`config.mk`:
```
export PLATFORM = sky130hd
export DESIGN_NAME = eased_fade_slide_sequencer
export DESIGN_NICKNAME = d
export VERILOG_FILES = /design/src/design/efss_pkg.sv /design/src/design/efss_dpath.sv /design/src/design/efss_ctrl.sv /design/src/design/eased_fade_slide_sequencer.sv
export SDC_FILE = /design/constraint.sdc
export NUM_CORES = 2
export LEC_CHECK = 0
export BUFFER_PORTS_ARGS = -buffer_cell sky130_fd_sc_hd__buf_4
export CORE_ASPECT_RATIO = 0.8
export CORE_MARGIN = 5
export CORE_UTILIZATION = 50
export CTS_CLUSTER_DIAMETER = 100
export DETAILED_ROUTE_END_ITERATION = 16
export GPL_TIMING_DRIVEN = 0
export PLACE_DENSITY = 0.76
export SETUP_SLACK_MARGIN = 0.5
export SLEW_MARGIN = 0
export SYNTH_ARGS = -nofsm -noshare
export SYNTH_HDL_FRONTEND = slang
export SYNTH_SLANG_ARGS = --single-unit
```
`constraint.sdc`:
```
create_clock -name i_clk -period 12.09 [get_ports i_clk]
set_clock_uncertainty 0.2 [all_clocks]
set_input_delay 1.209 -clock i_clk [delete_from_list [all_inputs] [get_ports i_clk]]
set_output_delay 1.209 -clock i_clk [all_outputs]
set_load 0.01 [all_outputs]
```
`src/design/efss_pkg.sv`:
```
// Shared constants, types and control structs of the eased fade-and-slide sequencer.
package efss_pkg;

    // Fixed-point and timing resolution
    localparam int FRAC_BITS = 16;
    localparam int TIME_BITS = 24;

    // Field and register widths
    localparam int CFG_W     = 24;
    localparam int CFG_IDX_W = 3;
    localparam int DELTA_W   = 16;
    localparam int OPA_W     = 17;
    localparam int OFF_W     = 15;
    localparam int EL_W      = TIME_BITS + 1;
    localparam int CMP_W     = (EL_W > CFG_W) ? EL_W : CFG_W;
    localparam int MUL_W     = (FRAC_BITS + 1 > OFF_W) ? FRAC_BITS + 1 : OFF_W;
    localparam int DIV_CW    = $clog2(FRAC_BITS);

    // Opacity conversion to Q16
    localparam int Q16_RSH = (FRAC_BITS >= 16) ? FRAC_BITS - 16 : 0;
    localparam int Q16_LSH = (FRAC_BITS < 16) ? 16 - FRAC_BITS : 0;

    // Fixed-point constants
    localparam logic [MUL_W-1:0] ONE_F    = MUL_W'(1) << FRAC_BITS;
    localparam logic [MUL_W-1:0] MAG_ENTER = MUL_W'(10240);
    localparam logic [MUL_W-1:0] MAG_EXIT  = MUL_W'(15360);
    localparam logic [OPA_W-1:0] OPA_ONE  = OPA_W'(65536);
    localparam logic [OPA_W-1:0] OPA_ZERO = '0;
    localparam logic signed [OFF_W-1:0] OFF_ENTER_START = -15'sd10240;
    localparam logic signed [OFF_W-1:0] OFF_EXIT_END    = -15'sd15360;
    localparam logic signed [OFF_W-1:0] OFF_ZERO        = '0;

    // Configuration register indexes
    localparam logic [CFG_IDX_W-1:0] CFG_INTERVAL = 3'd0;
    localparam logic [CFG_IDX_W-1:0] CFG_ENTER    = 3'd1;
    localparam logic [CFG_IDX_W-1:0] CFG_SHOW     = 3'd2;
    localparam logic [CFG_IDX_W-1:0] CFG_EXIT     = 3'd3;
    localparam logic [CFG_IDX_W-1:0] CFG_FORCE    = 3'd4;

    // Sequencer phase
    typedef enum logic [1:0] {
        PH_HIDDEN   = 2'd0,
        PH_ENTERING = 2'd1,
        PH_VISIBLE  = 2'd2,
        PH_EXITING  = 2'd3
    } t_phase;

    // Operand selection of the shared multiplier
    typedef enum logic [1:0] {
        MS_SQUARE = 2'd0,
        MS_CUBE   = 2'd1,
        MS_SCALE  = 2'd2
    } t_mul_sel;

    // Controller to datapath
    typedef struct packed {
        logic     load;
        logic     div_step;
        logic     mul_en;
        t_mul_sel mul_sel;
        logic     publish;
    } t_cmd;

    // Datapath to controller
    typedef struct packed {
        logic need_ease;
        logic div_last;
    } t_stat;

endpackage

```
`src/design/efss_dpath.sv`:
```
// Datapath: configuration, phase counters, restoring divider, shared multiplier, result beat.
module efss_dpath (
    input  logic                              i_clk,
    input  logic                              i_rst_n,
    input  efss_pkg::t_cmd                    i_cmd,
    output efss_pkg::t_stat                   o_stat,
    input  logic                              i_cfg_we,
    input  logic [efss_pkg::CFG_IDX_W-1:0]    i_cfg_index,
    input  logic [efss_pkg::CFG_W-1:0]        i_cfg_data,
    input  logic                              i_func,
    input  logic [efss_pkg::DELTA_W-1:0]      i_step_ms,
    output logic [efss_pkg::OPA_W-1:0]        o_opacity_q16,
    output logic signed [efss_pkg::OFF_W-1:0] o_slide_offset_q8,
    output logic [1:0]                        o_phase,
    output logic                              o_active
);
    import efss_pkg::*;

    // Convert a Q(FRAC_BITS) opacity to Q16, round half up, clamp at one
    function automatic logic [OPA_W-1:0] to_q16(input logic [MUL_W-1:0] v);
        logic [MUL_W+16:0] w;
        logic [MUL_W+16:0] rnd;
        rnd = (MUL_W + 17)'((64'd1 << Q16_RSH) >> 1);
        if (FRAC_BITS >= 16) begin
            w = ((MUL_W + 17)'(v) + rnd) >> Q16_RSH;
        end else begin
            w = (MUL_W + 17)'(v) << Q16_LSH;
        end
        if (w > (MUL_W + 17)'(OPA_ONE)) begin
            return OPA_ONE;
        end
        return w[OPA_W-1:0];
    endfunction

    logic [CFG_W-1:0]        r_interval, r_enter, r_show, r_exit;
    logic                    r_force;
    t_phase                  r_phase, n_phase;
    logic [EL_W-1:0]         r_pel, n_pel, r_hel, n_hel;
    logic [OPA_W-1:0]        r_opa, n_opa;
    logic signed [OFF_W-1:0] r_off, n_off;
    logic                    r_need, n_need;
    logic                    r_curve_out, n_curve_out;
    logic [CFG_W-1:0]        r_dur, n_dur;
    logic [CFG_W-1:0]        r_rem, n_rem;
    logic [FRAC_BITS-1:0]    r_quo;
    logic [DIV_CW-1:0]       r_cnt;
    logic [MUL_W-1:0]        r_p;
    logic [OPA_W-1:0]        r_out_opa;
    logic signed [OFF_W-1:0] r_out_off;
    t_phase                  r_out_phase;
    logic                    r_out_active;

    logic [EL_W:0]           pel_sum, hel_sum;
    logic [EL_W-1:0]         pel_add, hel_add;
    logic [CFG_W-1:0]        dur_enter, dur_exit;
    logic [CFG_W:0]          rem2, rem_diff;
    logic                    rem_ge;
    logic [CFG_W-1:0]        rem_next;
    logic [MUL_W-1:0]        x_val, mag, mul_a, mul_b, mul_res;
    logic [2*MUL_W:0]        prod;
    logic [2*MUL_W:0]        prod_rnd;

    // Saturating elapsed counters
    assign pel_sum = {1'b0, r_pel} + (EL_W + 1)'(i_step_ms);
    assign hel_sum = {1'b0, r_hel} + (EL_W + 1)'(i_step_ms);
    assign pel_add = pel_sum[EL_W] ? {EL_W{1'b1}} : pel_sum[EL_W-1:0];
    assign hel_add = hel_sum[EL_W] ? {EL_W{1'b1}} : hel_sum[EL_W-1:0];

    // Zero duration acts as one
    assign dur_enter = (r_enter == '0) ? CFG_W'(1) : r_enter;
    assign dur_exit  = (r_exit == '0) ? CFG_W'(1) : r_exit;

    // Apply one input beat to the phase state
    always_comb begin
        n_phase     = r_phase;
        n_pel       = r_pel;
        n_hel       = r_hel;
        n_opa       = r_opa;
        n_off       = r_off;
        n_need      = 1'b0;
        n_curve_out = r_curve_out;
        n_dur       = r_dur;
        n_rem       = CMP_W'(pel_add) > CMP_W'({CFG_W{1'b1}}) ? '0
                                                              : CFG_W'(CMP_W'(pel_add));
        if (i_func) begin
            n_phase = PH_HIDDEN;
            n_pel   = '0;
            n_hel   = '0;
            n_opa   = OPA_ZERO;
            n_off   = OFF_ENTER_START;
        end else if (r_force) begin
            n_phase = PH_VISIBLE;
            n_opa   = OPA_ONE;
            n_off   = OFF_ZERO;
        end else begin
            unique case (r_phase)
                PH_HIDDEN: begin
                    n_hel = hel_add;
                    n_opa = OPA_ZERO;
                    n_off = OFF_ENTER_START;
                    if (CMP_W'(hel_add) >= CMP_W'(r_interval)) begin
                        n_phase = PH_ENTERING;
                        n_pel   = '0;
                    end
                end
                PH_ENTERING: begin
                    n_pel = pel_add;
                    if (CMP_W'(pel_add) >= CMP_W'(dur_enter)) begin
                        n_phase = PH_VISIBLE;
                        n_pel   = '0;
                        n_opa   = OPA_ONE;
                        n_off   = OFF_ZERO;
                    end else begin
                        n_need      = 1'b1;
                        n_curve_out = 1'b1;
                        n_dur       = dur_enter;
                    end
                end
                PH_VISIBLE: begin
                    n_pel = pel_add;
                    n_opa = OPA_ONE;
                    n_off = OFF_ZERO;
                    if (CMP_W'(pel_add) >= CMP_W'(r_show)) begin
                        n_phase = PH_EXITING;
                        n_pel   = '0;
                    end
                end
                PH_EXITING: begin
                    n_pel = pel_add;
                    if (CMP_W'(pel_add) >= CMP_W'(dur_exit)) begin
                        n_phase = PH_HIDDEN;
                        n_pel   = '0;
                        n_hel   = '0;
                        n_opa   = OPA_ZERO;
                        n_off   = OFF_EXIT_END;
                    end else begin
                        n_need      = 1'b1;
                        n_curve_out = 1'b0;
                        n_dur       = dur_exit;
                    end
                end
            endcase
        end
    end

    // Restoring divider step: one quotient bit per cycle
    assign rem2     = {r_rem, 1'b0};
    assign rem_diff = rem2 - {1'b0, r_dur};
    assign rem_ge   = (rem2 >= {1'b0, r_dur});
    assign rem_next = rem_ge ? rem_diff[CFG_W-1:0] : rem2[CFG_W-1:0];

    // Ease input: one minus progress for ease-out, progress for ease-in
    assign x_val = r_curve_out ? (ONE_F - MUL_W'(r_quo)) : MUL_W'(r_quo);
    assign mag   = r_curve_out ? MAG_ENTER : MAG_EXIT;

    // Shared multiplier with round half up
    always_comb begin
        case (i_cmd.mul_sel)
            MS_SQUARE: begin
                mul_a = x_val;
                mul_b = x_val;
            end
            MS_CUBE: begin
                mul_a = r_p;
                mul_b = x_val;
            end
            MS_SCALE: begin
                mul_a = mag;
                mul_b = r_p;
            end
            default: begin
                mul_a = '0;
                mul_b = '0;
            end
        endcase
    end

    assign prod     = (2 * MUL_W + 1)'(mul_a) * (2 * MUL_W + 1)'(mul_b);
    assign prod_rnd = (prod + (2 * MUL_W + 1)'(ONE_F >> 1)) >> FRAC_BITS;
    assign mul_res  = prod_rnd[MUL_W-1:0];

    // Configuration registers
    always_ff @(posedge i_clk) begin
        if (!i_rst_n) begin
            r_interval <= '0;
            r_enter    <= '0;
            r_show     <= '0;
            r_exit     <= '0;
            r_force    <= 1'b0;
        end else if (i_cfg_we) begin
            unique case (i_cfg_index)
                CFG_INTERVAL: r_interval <= i_cfg_data;
                CFG_ENTER:    r_enter    <= i_cfg_data;
                CFG_SHOW:     r_show     <= i_cfg_data;
                CFG_EXIT:     r_exit     <= i_cfg_data;
                CFG_FORCE:    r_force    <= i_cfg_data[0];
                default: ;
            endcase
        end
    end

    // Phase state, opacity and offset
    always_ff @(posedge i_clk) begin
        if (!i_rst_n) begin
            r_phase     <= PH_HIDDEN;
            r_pel       <= '0;
            r_hel       <= '0;
            r_opa       <= OPA_ZERO;
            r_off       <= OFF_ENTER_START;
            r_need      <= 1'b0;
            r_curve_out <= 1'b0;
        end else if (i_cmd.load) begin
            r_phase     <= n_phase;
            r_pel       <= n_pel;
            r_hel       <= n_hel;
            r_opa       <= n_opa;
            r_off       <= n_off;
            r_need      <= n_need;
            r_curve_out <= n_curve_out;
        end else if (i_cmd.mul_en && i_cmd.mul_sel == MS_SCALE) begin
            r_opa <= to_q16(ONE_F - r_p);
            r_off <= OFF_W'(0) - mul_res[OFF_W-1:0];
        end
    end

    // Divider registers
    always_ff @(posedge i_clk) begin
        if (!i_rst_n) begin
            r_cnt <= '0;
        end else if (i_cmd.load) begin
            r_cnt <= '0;
        end else if (i_cmd.div_step) begin
            r_cnt <= r_cnt + DIV_CW'(1);
        end
    end

    always_ff @(posedge i_clk) begin
        if (i_cmd.load) begin
            r_dur <= n_dur;
            r_rem <= n_rem;
        end else if (i_cmd.div_step) begin
            r_rem <= rem_next;
            r_quo <= {r_quo[FRAC_BITS-2:0], rem_ge};
        end
    end

    // Product register between multiply steps
    always_ff @(posedge i_clk) begin
        if (i_cmd.mul_en && i_cmd.mul_sel != MS_SCALE) begin
            r_p <= mul_res;
        end
    end

    // Result beat register
    always_ff @(posedge i_clk) begin
        if (i_cmd.publish) begin
            r_out_opa    <= r_opa;
            r_out_off    <= r_off;
            r_out_phase  <= r_phase;
            r_out_active <= r_force || (r_phase != PH_HIDDEN);
        end
    end

    assign o_stat.need_ease = r_need;
    assign o_stat.div_last  = (r_cnt == DIV_CW'(FRAC_BITS - 1));

    assign o_opacity_q16     = r_out_opa;
    assign o_slide_offset_q8 = r_out_off;
    assign o_phase           = r_out_phase;
    assign o_active          = r_out_active;

endmodule

```
`src/design/efss_ctrl.sv`:
```
// Controller: sequences load, divide, multiply steps and the result beat.
module efss_ctrl (
    input  logic             i_clk,
    input  logic             i_rst_n,
    input  logic             i_valid,
    output logic             o_stall,
    output logic             o_valid,
    input  logic             i_stall,
    output efss_pkg::t_cmd   o_cmd,
    input  efss_pkg::t_stat  i_stat
);
    import efss_pkg::*;

    typedef enum logic [6:0] {
        ST_IDLE  = 7'b0000001,
        ST_CHECK = 7'b0000010,
        ST_DIV   = 7'b0000100,
        ST_MUL1  = 7'b0001000,
        ST_MUL2  = 7'b0010000,
        ST_MUL3  = 7'b0100000,
        ST_PUB   = 7'b1000000
    } t_state;

    t_state r_state, n_state;
    logic   r_out_valid, n_out_valid;
    logic   can_pub;

    // Output register is free when empty or being drained this cycle
    assign can_pub = !r_out_valid || !i_stall;

    // Next state and commands
    always_comb begin
        n_state       = r_state;
        o_cmd         = '0;
        o_cmd.mul_sel = MS_SQUARE;
        unique case (r_state)
            ST_IDLE: begin
                if (i_valid) begin
                    o_cmd.load = 1'b1;
                    n_state    = ST_CHECK;
                end
            end
            ST_CHECK: begin
                n_state = i_stat.need_ease ? ST_DIV : ST_PUB;
            end
            ST_DIV: begin
                o_cmd.div_step = 1'b1;
                if (i_stat.div_last) begin
                    n_state = ST_MUL1;
                end
            end
            ST_MUL1: begin
                o_cmd.mul_en  = 1'b1;
                o_cmd.mul_sel = MS_SQUARE;
                n_state       = ST_MUL2;
            end
            ST_MUL2: begin
                o_cmd.mul_en  = 1'b1;
                o_cmd.mul_sel = MS_CUBE;
                n_state       = ST_MUL3;
            end
            ST_MUL3: begin
                o_cmd.mul_en  = 1'b1;
                o_cmd.mul_sel = MS_SCALE;
                n_state       = ST_PUB;
            end
            ST_PUB: begin
                if (can_pub) begin
                    o_cmd.publish = 1'b1;
                    n_state       = ST_IDLE;
                end
            end
            default: n_state = ST_IDLE;
        endcase
    end

    // Hold the result beat until taken
    always_comb begin
        n_out_valid = r_out_valid;
        if (o_cmd.publish) begin
            n_out_valid = 1'b1;
        end else if (r_out_valid && !i_stall) begin
            n_out_valid = 1'b0;
        end
    end

    always_ff @(posedge i_clk) begin
        if (!i_rst_n) begin
            r_state     <= ST_IDLE;
            r_out_valid <= 1'b0;
        end else begin
            r_state     <= n_state;
            r_out_valid <= n_out_valid;
        end
    end

    assign o_stall = (r_state != ST_IDLE);
    assign o_valid = r_out_valid;

endmodule

```
`src/design/eased_fade_slide_sequencer.sv`:
```
// Top level of the eased fade-and-slide sequencer.
// Each input beat is a time tick (func 0, step_ms elapsed) or a restart (func 1) and
// yields exactly one result beat with opacity (Q16), slide offset (Q8 pixels), phase
// and activity after the beat has been applied. One beat is worked on at a time: a
// restart, a forced-visible tick, a hidden or visible tick, or a tick that finishes
// an entering or exiting fade goes from load through the check to the result beat;
// a mid-fade tick adds the 16-step restoring divider for the progress fraction and
// three passes through the one shared 17x17 multiplier for the cubic curve and the
// offset scale. The next input beat is taken while the previous result beat still
// waits in the output register; a finished beat waits only while that register is
// still full. Configuration writes are applied at once and are meant for idle time.
module eased_fade_slide_sequencer (
    input  logic                              i_clk,
    input  logic                              i_rst_n,
    input  logic                              i_cfg_we,
    input  logic [efss_pkg::CFG_IDX_W-1:0]    i_cfg_index,
    input  logic [efss_pkg::CFG_W-1:0]        i_cfg_data,
    input  logic                              i_valid,
    output logic                              o_stall,
    input  logic                              i_func,
    input  logic [efss_pkg::DELTA_W-1:0]      i_step_ms,
    output logic                              o_valid,
    input  logic                              i_stall,
    output logic [efss_pkg::OPA_W-1:0]        o_opacity_q16,
    output logic signed [efss_pkg::OFF_W-1:0] o_slide_offset_q8,
    output logic [1:0]                        o_phase,
    output logic                              o_active
);
    import efss_pkg::*;

    t_cmd  cmd;
    t_stat stat;

    // Sequencing
    efss_ctrl u_ctrl (
        .i_clk   (i_clk),
        .i_rst_n (i_rst_n),
        .i_valid (i_valid),
        .o_stall (o_stall),
        .o_valid (o_valid),
        .i_stall (i_stall),
        .o_cmd   (cmd),
        .i_stat  (stat)
    );

    // Arithmetic and state
    efss_dpath u_dpath (
        .i_clk             (i_clk),
        .i_rst_n           (i_rst_n),
        .i_cmd             (cmd),
        .o_stat            (stat),
        .i_cfg_we          (i_cfg_we),
        .i_cfg_index       (i_cfg_index),
        .i_cfg_data        (i_cfg_data),
        .i_func            (i_func),
        .i_step_ms         (i_step_ms),
        .o_opacity_q16     (o_opacity_q16),
        .o_slide_offset_q8 (o_slide_offset_q8),
        .o_phase           (o_phase),
        .o_active          (o_active)
    );

`ifndef ASSERT_OFF
    // An accepted beat blocks the input until its work is done
    a_busy_after_accept: assert property (@(posedge i_clk) disable iff (!i_rst_n)
        (i_valid && !o_stall) |=> o_stall)
        else $error("input not stalled after accepting a beat");

    // An inactive result is always hidden
    a_inactive_hidden: assert property (@(posedge i_clk) disable iff (!i_rst_n)
        (o_valid && !o_active) |-> (o_phase == PH_HIDDEN))
        else $error("inactive result outside hidden phase");

    // Visible results are fully opaque and unshifted
    a_visible_full: assert property (@(posedge i_clk) disable iff (!i_rst_n)
        (o_valid && o_phase == PH_VISIBLE) |->
        (o_opacity_q16 == OPA_ONE && o_slide_offset_q8 == OFF_ZERO))
        else $error("visible result not at full opacity and zero offset");

    // Hidden results are transparent
    a_hidden_clear: assert property (@(posedge i_clk) disable iff (!i_rst_n)
        (o_valid && o_phase == PH_HIDDEN) |-> (o_opacity_q16 == OPA_ZERO))
        else $error("hidden result not transparent");
`endif

endmodule

```
==> results.yml <==
yosys:
  syn-cell-area_um2: 27500
  synth_common_cells: "nand2_1 (506), inv_1 (451), nor2_1 (305)"
  netlist.area_leader.share: 0.165
  synth_cells: 3246
  yosys_register_bits: 311
  yosys_warnings: 0
  yosysMostFrequentCell: "nand2_1"
  syn_nets: 3794
  yosysSeqAreaShare: 0.269
  avgSynthCellArea_um2: 8.47
  synth_edf_count: 116
  yosysTopAreaCell: "fa_1"
  synth-async-reset-ratio: 0
  synth_ff_type: "dfxtp_1"
  synth_area_leaders: "fa_1 (16%), dfxtp_1 (14%), edfxtp_1 (13%)"
  synth.distinct_cells: 80
setup_path:
  r2r_slack_ns: 0.92
  critical_path_buf_inv_count: 8
  arrival_ns: 11.39
  start_kind: "flip-flop"
  cp_slowest_stage_delay_ns: 1.07
  cp_common_cell: "fa_1"
  cp_slowest_cell: "a311oi_1"
  worstReg2RegStart: "u_ctrl.r_state[0]"
  critical_path_peak_fanout: 10
  cp-end-kind: "flip-flop"
  critPathTopFamily: "adder cells"
  startpoint: "u_ctrl.r_state[0]"
  critPathCapture: "u_dpath.r_off[14]"
  cp_num_cells: 31
  rr_worst_depth: 31
  crit_required_ns: 12.31
  path_class: "reg -> reg"
  r2r_end: "u_dpath.r_off[14]"
routing:
  route.detailed.drc: 0
  drtPass1Iterations: 6
  vias: 24056
  drtIter0Drc: 3104
  routedWlPerCell_um: 20.5
  drt-total-wl_mm: 83.8
  antenna_left: 0
  routed_via_density: 5.89
sta:
  hold_viol_final: 0
  setup_viol: 0
  grt_setup_unrepaired: "no"
  tightest_slew_ns: 1.27
  max_slew_margin: 0.143
  post-route-min-period_ns: 11.17
  finalSetupTns_ns: 0
  slew_viol_final: 0
  clock.fmax_mhz: 89.5
  fin_crit_sh: 0.924
floorplan:
  start_util: 0.508
  dieArea_um2: 59800
  core_area_um2: 54100
  io_pins: 86
  row_count: 76
  fp.dieH_um: 220
  die_w_um: 272
place:
  hpwlAfterDp_mm: 67.6
  place.gp.congestion: 0.984
  numPortBuffers: 84
grt:
  grt_pass1_wl_mm: 130
  overflow: 0
  grt_max_degree: 25
  grt_pass1_vias: 22715
  grt_usage: 0.278
  antenna_found_initial: 1
final_layout:
  finalCoreUtilization: 0.555
  area_growth_pct: 9.37
  drive_above_1_share: 0.0502
  diodes: 0
  fin_nets: 3911
clocking:
  root_buffer: "clkbuf_16"
  clk-insertion-delay-late_ns: 0.58
  clkSinkCount: 311
  cts_tree: "yes"
  post_cts_buffers: 0
  cts_max_level: 1
  numCtsBuffers: 29
  clkTransAtPathRegs_ns: 0.07
  cts.path.max_buffers: 3
pwr:
  vdd_drop_max_mv: 0.134
  power.leakage_uw: 0.0132
  powerDensity_nw_per_um2: 141
hold_path:
  hold_class: "reg -> reg"
  min_from: "u_dpath.r_off[8]"
status:
  status: "completed"
run:
  cap_violations: 0
-- timing repair --
item,4_1_cts,5_1_grt
setup endpoints to repair,0,1
hold buffers,0,0
resized for setup,0,1
-- power by group --
part / internal, uW / switching [uW]
logic: 713 / 1330
clock network: 560 / 435
registers: 1180 / 29.6
-- kinds of logic (layout without fill, tap and decap cells) --
group | after synthesis | count (layout) | synth area share
compound gates | 659 | 659 | 0.152
xor+xnor | 111 | 111 | 0.0354
fa+ha+maj | 499 | 499 | 0.289
buf+inv | 579 | 718 | 0.0794
flops | 311 | 311 | 0.269
mux | 16 | 16 | 0.00596
simple gates | 1071 | 1071 | 0.169
-- worst min path at each step --
| stage | endpoint | slack [ns] | depth (start not counted) |
|---|---|---|---|
| final | u_dpath.o_slide_offset_q8[8] | 0.24 | 0 |
| after floorplan | u_dpath.o_slide_offset_q8[13] | 0.21 | 0 |
| after CTS | u_dpath.o_opacity_q16[4] | 0.25 | 0 |
| after global routing | u_dpath.o_opacity_q16[4] | 0.26 | 0 |
| after detailed placement | u_dpath.o_slide_offset_q8[8] | 0.22 | 0 |
| after global placement | u_dpath.o_opacity_q16[12] | 0.22 | 0 |
-- final cells by class --
class	instances	area (um^2)
Buffer	127	487
Clock buffer	31	753
Clock inverter	22	254
Fill cell	4909	24100
Inverter	452	1700
Multi-Input combinational cell	2356	17900
Sequential cell	311	7390
Tap cell	702	878
Timing Repair Buffer	86	666
-- flip-flops by register name, indices dropped and copies added, names as in the netlist, 2 cells and up --
| register | flops |
|---|---|
| u_dpath.r_off | 15 |
| u_ctrl.r_state | 7 |
| u_dpath.r_dur | 24 |
| u_dpath.r_cnt | 4 |
| u_dpath.r_interval | 24 |
| u_dpath.r_hel | 25 |
| u_dpath.o_phase | 2 |
| u_dpath.r_exit | 24 |
| u_dpath.r_opa | 17 |
| u_dpath.r_show | 24 |
| u_dpath.r_enter | 24 |
| u_dpath.r_quo | 16 |
| u_dpath.r_rem | 24 |
| u_dpath.o_slide_offset_q8 | 15 |
| u_dpath.r_phase | 2 |
| u_dpath.o_opacity_q16 | 17 |
| u_dpath.r_pel | 25 |
| u_dpath.r_p | 17 |
-- placed cells by master (no fill, tap or decap), types with 23 or more instances in the layout --
cell and count:
nor2b_1 25, nand2_1 506, o21a_1 34, nor4_1 23, a22oi_1 43, nor2_1 304, dfxtp_1 195, ha_1 273
a21o_1 68, a21oi_1 230, xnor2_1 61, clkbuf_16 29, nor3_1 36, o21ai_0 101, nand3_1 43, edfxtp_1 116
xor2_1 50, buf_4 84, nand4_1 34, inv_1 451, fa_1 226, clkbuf_1 120
-- worst reg2reg max path, delay by kind of cell (launching register included) --
kind	cells	cell delay, ns
buffers and inverters	8	1.25
AND/OR/NAND/NOR	8	2.35
XOR/XNOR	1	0.44
adder cells (fa/ha/maj)	8	3.56
flip-flops	1	0.34
AO/OA/AOI/OAI	6	2.88
-- per-layer routing --
layer	vias up	GRT usage	routed length, um
li1	11071	-	-
met1	11469	0.427	37300
met2	1341	0.379	32100
met3	175	0.0869	12000
met4	0	0.0647	2320
met5	-	0	0
-- through the flow --
step	hold slack [ns]	cells	instance area (um^2)	worst slack, ns	power [uW]
2_1_floorplan	0.208	3246	27500	2.94	2640
3_3_place_gp	0.219	4032	29000	0.865	3190
3_5_place_dp	0.221	4034	29000	1.36	3230
4_1_cts	0.247	4087	30100	1.30	4220
5_1_grt	0.259	4087	30100	0.587	4510
6_report	0.241	4087	30100	0.923	4250
No activity file was read; power rests on OpenSTA's default activity.
